===== config.mk =====
export PLATFORM = sky130hd
export DESIGN_NAME = swia_front
export DESIGN_NICKNAME = d
export VERILOG_FILES = /design/src/hdl/swia_pkg.sv /design/src/hdl/swia_front.sv
export SDC_FILE = /design/constraint.sdc
export NUM_CORES = 2
export LEC_CHECK = 0
export ABC_AREA = 1
export BUFFER_PORTS_ARGS = -buffer_cell sky130_fd_sc_hd__buf_2
export CORE_MARGIN = 1.5
export CORE_UTILIZATION = 30
export DETAILED_ROUTE_END_ITERATION = 10
export GPL_TIMING_DRIVEN = 1
export PLACE_DENSITY = 0.5
export SYNTH_ARGS = -nofsm -noshare
export SYNTH_HDL_FRONTEND = slang
export SYNTH_SLANG_ARGS = --single-unit

===== constraint.sdc =====
create_clock -name clk -period 9.65 [get_ports clk]
set_clock_uncertainty 0.05 [all_clocks]
set_input_delay 0.965 -clock clk [delete_from_list [all_inputs] [get_ports clk]]
set_output_delay 0.965 -clock clk [all_outputs]
set_load 0.005 [all_outputs]

===== src/hdl/swia_pkg.sv =====
package swia_pkg;

  localparam int DataWidth = 64;
  localparam int OpWidth = (DataWidth > 64) ? 64 : DataWidth;
  localparam int CntWidth = $clog2(OpWidth);
  localparam int StepWidth = $clog2(OpWidth + 1);
  localparam int QueueDepth = 2;
  localparam int HalfWidth = (OpWidth + 1) / 2;
  localparam int FullWidth = 2 * HalfWidth;

  typedef enum logic [4:0] {
    OP_POW = 5'd0, OP_MUL = 5'd1, OP_DIV = 5'd2, OP_MOD = 5'd3,
    OP_ADD = 5'd4, OP_SUB = 5'd5, OP_SHL = 5'd6, OP_SAR = 5'd7,
    OP_LT = 5'd8, OP_LE = 5'd9, OP_GT = 5'd10, OP_GE = 5'd11,
    OP_EQ = 5'd12, OP_NE = 5'd13, OP_AND = 5'd14, OP_XOR = 5'd15,
    OP_OR = 5'd16, OP_LAND = 5'd17, OP_LOR = 5'd18
  } op_t;

  localparam logic [1:0] FAULT_NONE = 2'd0;
  localparam logic [1:0] FAULT_DIV_ZERO = 2'd1;
  localparam logic [1:0] FAULT_NEG_EXP = 2'd2;

  typedef enum logic [1:0] {
    KIND_DIRECT = 2'd0, KIND_MUL = 2'd1, KIND_DIV = 2'd2, KIND_POW = 2'd3
  } kind_t;

  typedef enum logic [2:0] {
    ST_IDLE, ST_MUL, ST_DIV, ST_POW_MUL, ST_POW_SQR, ST_FIX, ST_DONE
  } state_t;

  typedef struct packed {
    logic [4:0] req_type;
    logic signed [63:0] left_operand;
    logic signed [63:0] right_operand;
    logic suppress_faults;
  } in_word_t;

  typedef struct packed {
    logic signed [63:0] result_value;
    logic [1:0] fault_code;
  } out_word_t;

  typedef struct packed {
    kind_t kind;
    logic is_mod;
    logic neg_res;
    logic [OpWidth-1:0] a;
    logic [OpWidth-1:0] b;
    logic [OpWidth-1:0] direct;
    logic [1:0] fault;
  } task_t;

  function automatic logic [OpWidth-1:0] trim(input logic [63:0] v);
    return v[OpWidth-1:0];
  endfunction

  function automatic logic [63:0] widen(input logic [OpWidth-1:0] v);
    return 64'($signed(v));
  endfunction

endpackage


===== src/hdl/swia_front.sv =====
module swia_front import swia_pkg::*; (
  input  logic     clk,
  input  logic     rst_n,
  input  logic     in_valid,
  output logic     in_stall,
  input  in_word_t in_word,
  output logic     q_valid,
  input  logic     q_pop,
  output task_t    q_head
);

  task_t q_mem_r [QueueDepth];
  logic q_wp_r, q_rp_r;
  logic [1:0] q_cnt_r;
  task_t t;
  logic [OpWidth-1:0] a, b, minv, ma, mb, onev;
  logic [CntWidth-1:0] cnt;
  logic push;

  assign in_stall = (q_cnt_r == 2'(QueueDepth));
  assign push = in_valid && !in_stall;
  assign q_valid = (q_cnt_r != 2'd0);
  assign q_head = q_mem_r[q_rp_r];

  always_comb begin
    a = trim(in_word.left_operand);
    b = trim(in_word.right_operand);
    minv = {1'b1, {(OpWidth-1){1'b0}}};
    onev = {{(OpWidth-1){1'b0}}, 1'b1};
    ma = a[OpWidth-1] ? -a : a;
    mb = b[OpWidth-1] ? -b : b;
    cnt = b[CntWidth-1:0];
    t = '0;
    t.kind = KIND_DIRECT;
    t.a = a;
    t.b = b;
    case (in_word.req_type)
      OP_POW: begin
        if (b[OpWidth-1]) begin
          t.fault = FAULT_NEG_EXP;
        end else begin
          t.kind = KIND_POW;
        end
      end
      OP_MUL: t.kind = KIND_MUL;
      OP_DIV, OP_MOD: begin
        t.is_mod = (in_word.req_type == OP_MOD);
        if (b == '0) begin
          t.fault = FAULT_DIV_ZERO;
        end else if (a == minv && b == '1) begin
          t.direct = t.is_mod ? '0 : minv;
        end else begin
          t.kind = KIND_DIV;
          t.a = ma;
          t.b = mb;
          t.neg_res = t.is_mod ? a[OpWidth-1] : (a[OpWidth-1] ^ b[OpWidth-1]);
        end
      end
      OP_ADD: t.direct = a + b;
      OP_SUB: t.direct = a - b;
      OP_SHL: t.direct = a << cnt;
      OP_SAR: t.direct = OpWidth'($signed(a) >>> cnt);
      OP_LT: t.direct = ($signed(a) < $signed(b)) ? onev : '0;
      OP_LE: t.direct = ($signed(a) <= $signed(b)) ? onev : '0;
      OP_GT: t.direct = ($signed(a) > $signed(b)) ? onev : '0;
      OP_GE: t.direct = ($signed(a) >= $signed(b)) ? onev : '0;
      OP_EQ: t.direct = (a == b) ? onev : '0;
      OP_NE: t.direct = (a != b) ? onev : '0;
      OP_AND: t.direct = a & b;
      OP_XOR: t.direct = a ^ b;
      OP_OR: t.direct = a | b;
      OP_LAND: t.direct = (a != '0 && b != '0) ? onev : '0;
      OP_LOR: t.direct = (a != '0 || b != '0) ? onev : '0;
      default: t.direct = '0;
    endcase
    if (t.fault != FAULT_NONE) begin
      t.direct = '0;
      if (in_word.suppress_faults) begin
        t.fault = FAULT_NONE;
      end
    end
  end

  always_ff @(posedge clk) begin
    if (push) begin
      q_mem_r[q_wp_r] <= t;
    end
  end

  always_ff @(posedge clk) begin
    if (!rst_n) begin
      q_wp_r <= 1'b0;
      q_rp_r <= 1'b0;
      q_cnt_r <= 2'd0;
    end else begin
      if (push) begin
        q_wp_r <= ~q_wp_r;
      end
      if (q_pop) begin
        q_rp_r <= ~q_rp_r;
      end
      q_cnt_r <= q_cnt_r + 2'(push) - 2'(q_pop);
    end
  end

endmodule


==> out/metrics.yaml <==
logic_synthesis:
  synth_xor_area_frac: 0.0208
  muxShareOfSynthArea: 0.0547
  synthSimpleGateAreaFrac: 0.359
  synthesis.nets: 6466
  synth_edf_count: 396
  synth_seq_cells: 401
  yosysWarnings: 0
  syn_inst: 6119
  syn_area_mm2: 0.0408
  ys_seq_area_frac: 0.294
  synthAdderAreaFrac: 0.0645
  yosys_most_used_dff: "edfxtp_1"
  synth_top_family_by_area: "simple AND/OR/NAND/NOR gates"
  synth_cell_types: 54
  avgSynthCellArea_um2: 6.66
  synth_compound_area_frac: 0.116
  synthArstFlopShare: 0
detailed_routing:
  routed-wl-met3_um: 26500
  wl_met1_um: 113000
  drt_wl_total_um: 269000
  via_per_inst: 5.85
  vias: 47400
  routedWlPerCell_um: 33.3
  ant_nets: 0
  wl_met2_um: 111000
  highest_layer: "met5"
  drt_iter0_drc: 7617
  remaining_drc_errors: 0
  first_pass_iters: 7
global_route:
  overflow: 0
  grt_max_degree: 125
  grt_pass1_vias: 43300
  track_usage: 0.376
  grt_pass1_wl_um: 358000
  antenna_found_initial: 17
cells_and_area:
  register_area_mm2: 0.0120
  post-route-util: 0.336
  area_growth_syn_to_layout_pct: 11.3
  final_cell_count_no_fill: 8097
  fillers: 15100
  multi_input_area_mm2: 0.0251
  drive_gt1_frac: 0.115
  layout_commonest_cell: "nand2_1"
  nets: 6623
  design_area_mm2: 0.0454
  final_cell_mix: "1633 x nand2_1, 907 x nand3_1, 645 x inv_1, 598 x nor2_1, 396 x edfxtp_1"
place:
  pre_cts_slack_ns: 4.28
  post-dp-hpwl_um: 221000
  gp_congestion: 1.11
  portBuffers: 337
  placed_area_mm2: 0.0440
  dp.cells: 8011
floorplan:
  start_util: 0.302
  num_rows: 135
  core_mm2: 0.135
  io_pins: 338
  dieArea_mm2: 0.138
  fp.dieW_um: 372
  die_h_um: 372
setup_path:
  reg2reg_depth: 5
  reg2reg_slack_ns: 7.02
  crit_slowest_cell: "o21ai_0"
  endpoint_kind: "register"
  crit_required_ns: 9.90
  critPathLaunchType: "input port"
  crit_chain: "buf_4, buf_4, buf_4, ha_1, a21oi_1, o21ai_0, nor2_1, o21ai_0, nand2_1, nand2_1, nand2_1, nand2_1, nand2_1, nand3_1, nand3_1"
  cp.arrival_ns: 5.26
  crit_type: "input port to register"
  rr_endpoint: "q_mem_r[1][136]"
  cpMostUsedCell: "nand2_1"
  crit_fanout: 38
  cp_top_family: "buffers and inverters"
  crit_buf_inv: 3
  r2r_start: "q_cnt_r[1]"
  max_stage_delay_ns: 0.62
cts:
  insertion_delay_ns: 0.62
  post_cts_buffers: 0
  cts_made_buffers: 44
  cts_tree: "built"
  cts_root_buffer: "clkbuf_16"
  cts_max_path_buffers: 3
  cts_hold_buf: 0
  cts_num_sinks: 401
  path_clk_slew_ns: 0.06
  cts_max_level: 2
  cts_resized: 0
timing:
  slew-limit-headroom: 0.167
  fmax_ghz: 0.199
  fin_ws_ns: 4.63
  period_needed_ns: 5.02
  hold_slack_ns: 0.439
  slew_viol_final: 0
  setup_viol: 0
  worstMarginPinSlew_ns: 1.24
  setup_tns_ns: 0
  period_share: 0.520
  hold_viol_final: 0
  rsz0062_at_grt: "no"
min_path:
  whs_path_depth: 2
  hold_class: "register to register"
  holdCritStartpoint: "q_rp_r"
power_and_ir_drop:
  finalPower_mw: 6.02
  power.leakage_nw: 19.6
  power.density_mw_per_mm2: 133
  ir_drop_uv: 100
status:
  status: "completed"
flow_run:
  maxCapViolations: 0
routing by layer:
layer,global-route usage,up-vias
met3,0.0800,589
met5,0,-
li1,-,20800
met2,0.548,3027
met4,0.219,20
met1,0.509,22900
where the power goes:
| part | internal, mW | switching, mW | leakage (nW) |
|---|---|---|---|
| Clock | 0.898 | 0.716 | 0.655 |
| Sequential | 2.13 | 0.0394 | 3.78 |
| Combinational | 0.570 | 1.66 | 15.2 |
tightest hold or removal path, delay by kind of cell, from the launching register on:
kind	cells	cell delay, ns
DFF	1	0.32
and+or+nand+nor	2	0.14
cells in the mapped netlist, drive strengths merged, types with 7 or more instances:
cell type	number	area (um^2)
o21ai	311	1560
mux2	198	2230
o211ai	39	293
nand2	1638	6160
a31oi	15	93.8
nor3	73	387
buf	144	683
nand3	912	4590
o221ai	10	87.6
edfxtp	396	11900
inv	664	2490
o21bai	27	206
nor2	620	2410
o21a	31	233
nor4	31	209
ha	207	2590
o2111ai	9	78.8
clkbuf	136	510
nand4	97	632
a21oi	352	1760
or2	21	131
nand3b	7	52.6
o22ai	43	269
xor2	96	841
worst max path at each step:
| stage | depth (start not counted) | slack (ns) | startpoint | to |
|---|---|---|---|---|
| global route | 17 | 4.60 | in_word[1] | q_mem_r[1][48] |
| global placement | 13 | 4.35 | in_word[3] | q_mem_r[0][33] |
| detailed placement | 17 | 4.28 | in_word[1] | q_mem_r[1][48] |
| floorplan | 2 | -0.54 | in_valid | q_mem_r[0][0] |
| CTS | 17 | 4.93 | in_word[1] | q_mem_r[1][48] |
| finish | 15 | 4.63 | in_word[4] | q_mem_r[1][48] |
sequential cells by signal, indices dropped and copies added, names as in the netlist, named ones only:
| name | count |
|---|---|
| q_mem_r | 396 |
| q_cnt_r | 2 |
| q_rp_r | 1 |
| q_wp_r | 1 |
layout make-up:
type | instances | area share
Clock buffer | 53 | 0.0250
Tap cell | 1781 | 0.0491
Clock inverter | 26 | 0.00510
Antenna cell | 7 | 0.000386
Multi-Input combinational cell | 4768 | 0.553
Sequential cell | 401 | 0.264
Timing Repair Buffer | 391 | 0.0472
Inverter | 670 | 0.0555
cells by family (layout without fill, tap and decap cells):
kind of cell             after synthesis  count (layout)
multiplexers                         198             198
buffers and inverters                950            1140
other                                  0               7
AO/OA/AOI/OAI                        857             857
AND/OR/NAND/NOR                     3407            3407
XOR/XNOR                              97              97
flip-flops                           401             401
adder cells (fa/ha/maj)              209             209
Power figures use the tool's default switching activity.
