$ cat config.mk
export PLATFORM = sky130hd
export DESIGN_NAME = swia_back
export DESIGN_NICKNAME = d
export VERILOG_FILES = /design/src/hdl/swia_pkg.sv /design/src/hdl/swia_back.sv
export SDC_FILE = /design/constraint.sdc
export NUM_CORES = 2
export LEC_CHECK = 0
export ABC_AREA = 0
export BUFFER_PORTS_ARGS = -buffer_cell sky130_fd_sc_hd__clkbuf_2
export CORE_UTILIZATION = 45
export DETAILED_ROUTE_END_ITERATION = 10
export HOLD_SLACK_MARGIN = 0.15
export SKIP_CTS_REPAIR_TIMING = 1
export SLEW_MARGIN = 30
export SYNTH_ARGS = -nofsm -noshare
export SYNTH_HDL_FRONTEND = slang
export SYNTH_SLANG_ARGS = --single-unit
$ cat constraint.sdc
create_clock -name clk -period 18.8 [get_ports clk]
set_clock_uncertainty 0.2 [all_clocks]
set_input_delay 1.88 -clock clk [delete_from_list [all_inputs] [get_ports clk]]
set_output_delay 1.88 -clock clk [all_outputs]
set_load 0.02 [all_outputs]
$ cat src/hdl/swia_pkg.sv
package swia_pkg;

  localparam int DataWidth = 64;
  localparam int OpWidth = (DataWidth > 64) ? 64 : DataWidth;
  localparam int CntWidth = $clog2(OpWidth);
  localparam int StepWidth = $clog2(OpWidth + 1);
  localparam int QueueDepth = 2;
  localparam int HalfWidth = (OpWidth + 1) / 2;
  localparam int FullWidth = 2 * HalfWidth;

  typedef enum logic [4:0] {
    OP_POW = 5'd0, OP_MUL = 5'd1, OP_DIV = 5'd2, OP_MOD = 5'd3,
    OP_ADD = 5'd4, OP_SUB = 5'd5, OP_SHL = 5'd6, OP_SAR = 5'd7,
    OP_LT = 5'd8, OP_LE = 5'd9, OP_GT = 5'd10, OP_GE = 5'd11,
    OP_EQ = 5'd12, OP_NE = 5'd13, OP_AND = 5'd14, OP_XOR = 5'd15,
    OP_OR = 5'd16, OP_LAND = 5'd17, OP_LOR = 5'd18
  } op_t;

  localparam logic [1:0] FAULT_NONE = 2'd0;
  localparam logic [1:0] FAULT_DIV_ZERO = 2'd1;
  localparam logic [1:0] FAULT_NEG_EXP = 2'd2;

  typedef enum logic [1:0] {
    KIND_DIRECT = 2'd0, KIND_MUL = 2'd1, KIND_DIV = 2'd2, KIND_POW = 2'd3
  } kind_t;

  typedef enum logic [2:0] {
    ST_IDLE, ST_MUL, ST_DIV, ST_POW_MUL, ST_POW_SQR, ST_FIX, ST_DONE
  } state_t;

  typedef struct packed {
    logic [4:0] req_type;
    logic signed [63:0] left_operand;
    logic signed [63:0] right_operand;
    logic suppress_faults;
  } in_word_t;

  typedef struct packed {
    logic signed [63:0] result_value;
    logic [1:0] fault_code;
  } out_word_t;

  typedef struct packed {
    kind_t kind;
    logic is_mod;
    logic neg_res;
    logic [OpWidth-1:0] a;
    logic [OpWidth-1:0] b;
    logic [OpWidth-1:0] direct;
    logic [1:0] fault;
  } task_t;

  function automatic logic [OpWidth-1:0] trim(input logic [63:0] v);
    return v[OpWidth-1:0];
  endfunction

  function automatic logic [63:0] widen(input logic [OpWidth-1:0] v);
    return 64'($signed(v));
  endfunction

endpackage

$ cat src/hdl/swia_back.sv
module swia_back import swia_pkg::*; (
  input  logic      clk,
  input  logic      rst_n,
  input  logic      q_valid,
  output logic      q_pop,
  input  task_t     q_head,
  output logic      out_valid,
  input  logic      out_stall,
  output out_word_t out_word
);

  state_t state_r, state_nxt;
  task_t job_r;
  logic [OpWidth-1:0] x_r, y_r, acc_r, rem_r;
  logic [StepWidth-1:0] step_r;
  logic [OpWidth-1:0] prod;
  logic [OpWidth:0] trial;
  logic [OpWidth-1:0] rem_sh;
  logic [OpWidth-1:0] res_out;
  logic [1:0] fault_out;
  logic done_take;
  logic [1:0] ph_r;
  logic mul_run, mul_last;
  logic [OpWidth-1:0] mul_p, mul_q;
  logic [FullWidth-1:0] mul_pe, mul_qe, lo_r, m_prod, full_prod;
  logic [HalfWidth-1:0] m_a, m_b, cross_r;

  assign done_take = (state_r == ST_DONE) && !out_stall;

  always_comb begin
    mul_run = (state_r == ST_MUL) || (state_r == ST_POW_SQR) ||
              ((state_r == ST_POW_MUL) && (y_r != '0) && y_r[0]);
    mul_last = mul_run && (ph_r == 2'd2);
  end

  always_comb begin
    state_nxt = state_r;
    unique case (state_r)
      ST_IDLE: begin
        if (q_valid) begin
          unique case (q_head.kind)
            KIND_MUL: state_nxt = ST_MUL;
            KIND_DIV: state_nxt = ST_DIV;
            KIND_POW: state_nxt = ST_POW_MUL;
            default: state_nxt = ST_DONE;
          endcase
        end
      end
      ST_MUL: if (mul_last) state_nxt = ST_DONE;
      ST_DIV: if (step_r == StepWidth'(1)) state_nxt = ST_FIX;
      ST_POW_MUL: begin
        if (y_r == '0) begin
          state_nxt = ST_DONE;
        end else if (!y_r[0] || mul_last) begin
          state_nxt = ST_POW_SQR;
        end
      end
      ST_POW_SQR: if (mul_last) state_nxt = ST_POW_MUL;
      ST_FIX: state_nxt = ST_DONE;
      ST_DONE: if (!out_stall) state_nxt = ST_IDLE;
      default: state_nxt = ST_IDLE;
    endcase
  end

  always_comb begin
    q_pop = (state_r == ST_IDLE) && q_valid;
    out_valid = (state_r == ST_DONE);
    out_word.result_value = widen(res_out);
    out_word.fault_code = fault_out;
  end

  // Each product is built from three half-width partial products, one per cycle.
  always_comb begin
    case (state_r)
      ST_POW_MUL: begin
        mul_p = acc_r;
        mul_q = x_r;
      end
      ST_POW_SQR: begin
        mul_p = x_r;
        mul_q = x_r;
      end
      default: begin
        mul_p = job_r.a;
        mul_q = job_r.b;
      end
    endcase
    mul_pe = FullWidth'(mul_p);
    mul_qe = FullWidth'(mul_q);
    m_a = (ph_r == 2'd2) ? mul_pe[FullWidth-1:HalfWidth] : mul_pe[HalfWidth-1:0];
    m_b = (ph_r == 2'd1) ? mul_qe[FullWidth-1:HalfWidth] : mul_qe[HalfWidth-1:0];
    m_prod = {{HalfWidth{1'b0}}, m_a} * {{HalfWidth{1'b0}}, m_b};
    full_prod = lo_r + {cross_r + m_prod[HalfWidth-1:0], {HalfWidth{1'b0}}};
    prod = full_prod[OpWidth-1:0];
  end

  always_comb begin
    rem_sh = {rem_r[OpWidth-2:0], x_r[OpWidth-1]};
    trial = {rem_r, x_r[OpWidth-1]} - {1'b0, job_r.b};
  end

  always_ff @(posedge clk) begin
    if (!rst_n) begin
      state_r <= ST_IDLE;
    end else begin
      state_r <= state_nxt;
    end
  end

  always_ff @(posedge clk) begin
    if (!rst_n) begin
      ph_r <= 2'd0;
    end else if (mul_run) begin
      ph_r <= mul_last ? 2'd0 : ph_r + 2'd1;
    end
  end

  always_ff @(posedge clk) begin
    if (mul_run) begin
      case (ph_r)
        2'd0: lo_r <= m_prod;
        2'd1: cross_r <= m_prod[HalfWidth-1:0];
        default: ;
      endcase
    end
  end

  always_ff @(posedge clk) begin
    unique case (state_r)
      ST_IDLE: begin
        if (q_valid) begin
          job_r <= q_head;
          x_r <= q_head.a;
          y_r <= q_head.b;
          acc_r <= {{(OpWidth-1){1'b0}}, 1'b1};
          rem_r <= '0;
          step_r <= StepWidth'(OpWidth);
          res_out <= q_head.direct;
          fault_out <= q_head.fault;
        end
      end
      ST_MUL: begin
        if (mul_last) begin
          res_out <= prod;
        end
      end
      ST_DIV: begin
        if (!trial[OpWidth]) begin
          rem_r <= trial[OpWidth-1:0];
          x_r <= {x_r[OpWidth-2:0], 1'b1};
        end else begin
          rem_r <= rem_sh;
          x_r <= {x_r[OpWidth-2:0], 1'b0};
        end
        step_r <= step_r - StepWidth'(1);
      end
      ST_POW_MUL: begin
        if (y_r == '0) begin
          res_out <= acc_r;
        end else if (mul_last) begin
          acc_r <= prod;
        end
      end
      ST_POW_SQR: begin
        if (mul_last) begin
          x_r <= prod;
          y_r <= y_r >> 1;
        end
      end
      ST_FIX: begin
        res_out <= job_r.is_mod ? (job_r.neg_res ? -rem_r : rem_r)
                                : (job_r.neg_res ? -x_r : x_r);
      end
      ST_DONE: ;
      default: ;
    endcase
  end

endmodule

==> metrics.md <==
| Metric | Value |
|---|---|
| Hold WC Path Type | `reg2reg` |
| First-pass iteration count of the detailed router | `8` |
| Layout cells sized above 1 | `8.67%` |
| Site Rows | `141` |
| Crit share post-route | `80.2%` |
| Global Route Usage Sum | `35.1%` |
| WS Path Type | `reg2reg` |
| Vias in the first global route | `54.6k` |
| Post-Route WL | `267 mm` |
| Global-route wire length before repair | `386 mm` |
| Min cycle time layout | `15.08 ns` |
| EDFF count, synth | `555` |
| Drc violations | `0` |
| WHS | `0.339 ns` |
| Net Count, Synth | `8832` |
| Core region area | `0.148 mm^2` |
| Worst slew margin | `22.5%` |
| Synth Instances | `7333` |
| Overflow after GRT | `0` |
| Clock Path Buffers | `3` |
| TNS Setup | `0 ns` |
| Initial cell density of the core | `45.5%` |
| Drt initial violations | `6786` |
| GPL Wtd Cong | `1.02` |
| Crit path DAT | `15.22 ns` |
| Later-pin clock latency in the skew report | `0.69 ns` |
| Clk Tree Root Cell | `clkbuf_16` |
| Largest net degree at the start of global routing | `124` |
| Worst Max-Slew Pin Slew | `1.15 ns` |
| Height of the die | `389 um` |
| # port buffers | `269` |
| Synth warnings | `0` |
| Crit path from | `state_r[0]$_SDFFE_PN0P_` |
| Reg2reg start | `state_r[0]$_SDFFE_PN0P_` |
| Setup Viol. Count Final | `0` |
| Via-to-Cell Ratio | `6.03` |
| Status | `finished clean` |
| Synth area leaders | `fa_1 (27%), edfxtp_1 (25%), ha_1 (7.4%), nand2_1 (7.3%), inv_1 (5.7%)` |
| Crit Reg-Reg Endpoint | `x_r[63]$_DFFE_PP_` |
| Slowest-stage cell, CP | `nor2_1` |
| Fraction of registers with async set/reset | `0%` |
| Reg clk slew, reported paths | `0.07 ns` |
| CTS tree | `built` |
| Synth area leader | `fa_1` |
| Post-placement cell count | `9235` |
| Final nets | `8869` |
| Synth Register Bits | `560` |
| Post-route antenna net violation count | `0` |
| Final worst slack | `3.72 ns` |
| Max-cap violations | `0` |
| Post-route insts no fill | `9361` |
| Final Hold Fails | `0` |
| Fmax | `0.0663 GHz` |
| Die footprint | `0.151 mm^2` |
| Slowest cell delay on critical path | `0.90 ns` |
| Critical Path End | `x_r[63]$_DFFE_PP_` |
| R2r setup slk | `3.72 ns` |
| Via Count | `56.5k` |
| Num ports | `270` |
| Worst Reg2Reg Path Length in Cells | `46` |
| Distinct cells, synth | `93` |
| Initial antenna violation count | `17` |
| Most frequent CP cell | `fa_1` |
| Startpoint class of the critical path | `flip-flop` |
| Clock sinks | `560` |
| RSZ-0062 raised after global routing | `no` |
| WL per Instance | `28.5 um` |
| Worst-path maximum fanout | `68` |
| Post-Syn Area per Cell | `9.19 um^2` |
| Syn Std Cell Area | `0.0674 mm^2` |
| Synth Flop Type | `edfxtp_1` |
| Layout area overhead | `8.81%` |
| Seq/Total Area, Yosys | `24.9%` |
| Die Wd | `389 um` |
| Dpl ws | `4.28 ns` |
| H-tree levels | `2` |
| Final Max Tran Viols | `0` |
| Hold path startpoint | `y_r[63]$_SDFFCE_PN0P_` |
| Post-synth top area share | `26.7%` |
| CTS Buf Count | `61` |
| Crit. End Element | `flip-flop` |
| CP Data Required Time | `18.94 ns` |
| Hpwl dp | `212 mm` |
==> layout make-up <==
cell class	count	area, um^2
inverters	1024	3840
repair buffers	389	2330
multi-input cells	5334	45800
flip-flops and latches	560	16800
clock inverters	43	643
fillers	14100	74800
clock buffers	69	1560
diodes	12	30.0
well taps	1930	2410
==> layout by cell type, fill, tap and decap left out, drive strengths merged, types with 42 or more instances in the layout <==
cell type	instances
nand2	1309
inv	1027
fa	899
edfxtp	555
nor2	491
ha	398
clkbuf	338
a21oi	334
o21ai	311
xnor2	171
xor2	124
and2	120
buf	120
a21o	97
o22ai	88
nor2b	76
a22oi	70
nand3	62
and3	51
nand2b	48
o31ai	42
or3	42
==> flip-flops by register name, summed over array words and instances (netlist names) <==
signal	cells
ph_r	2
step_r	7
job_r	130
cross_r	32
lo_r	64
rem_r	64
state_r	3
acc_r	64
x_r	64
y_r	64
res_out	64
fault_out	2
==> worst max-delay path: cells and delay by family, from the launching register on <==
family | cells | cell delay, ns
AOI/OAI and AO/OA | 13 | 3.38
xor gates and xnor gates | 4 | 1.16
adders and majority gates | 11 | 5.00
buffers and inverters | 7 | 1.74
DFF | 1 | 0.31
and+or+nand+nor | 11 | 2.81
==> cells by family (layout without fill, tap and decap cells) <==
group	after synthesis	count (layout)	share of synthesized area, %
compound gates	1294	1294	12.2
simple gates	2359	2359	15.2
xor+xnor	296	296	3.87
flops	560	560	24.9
mux	88	88	1.67
fa+ha+maj	1297	1297	34.1
other cells	0	12	0
buf+inv	1439	1525	8.04
==> worst min path at each step <==
stage,endpoint,depth (start not counted)
2_1_floorplan,y_r[0]$_DFFE_PP_,2
3_3_place_gp,y_r[7]$_DFFE_PP_,2
3_5_place_dp,y_r[42]$_DFFE_PP_,2
4_1_cts,y_r[42]$_DFFE_PP_,2
5_1_grt,y_r[46]$_DFFE_PP_,2
6_report,y_r[62]$_DFFE_PP_,2
==> layer usage <==
metal  GRT usage [%]  vias up  share of wire (%)
met4            14.9        2                4.9
li1                -    24200                  -
met1            49.9    28600                 42
met2            51.2     3125                 43
met5               0        -             0.0075
met3            8.22      486                 11
==> synthesized netlist by cell type, types with 9 or more instances <==
master / n
a21o_1: 97
clkbuf_1: 376
nand2_1: 1309
a21boi_0: 10
nand2b_1: 48
ha_1: 398
o221ai_1: 9
and2_1: 120
xnor2_1: 171
or3_1: 35
nor2b_1: 76
or2_2: 11
or4_1: 13
a221oi_1: 17
o32a_1: 13
nor3_1: 36
mux4_2: 15
a31oi_1: 35
o32ai_1: 14
o22ai_1: 88
inv_1: 1023
o21bai_1: 28
a211oi_1: 37
and3_1: 51
fa_1: 899
o211ai_1: 41
mux2i_1: 41
o41ai_1: 24
o21ai_1: 23
nand3_1: 61
o21ai_0: 288
o31ai_1: 40
o21a_1: 41
xor2_1: 124
nand4_1: 37
a21oi_1: 334
buf_1: 29
edfxtp_1: 555
a22oi_1: 70
nor2_1: 491
mux2_2: 31
nor4_1: 30
==> through the flow <==
step / utilization [%] / area [um^2]
finish: 49.5 / 73300
global route: 49.5 / 73300
CTS: 49.4 / 73300
detailed placement: 48.0 / 71100
global placement: 47.9 / 71000
floorplan: - / 67400
Power is left out: the tool's default activity adds up to more than one toggle a clock period on the data nets, which glitch-free logic cannot reach.
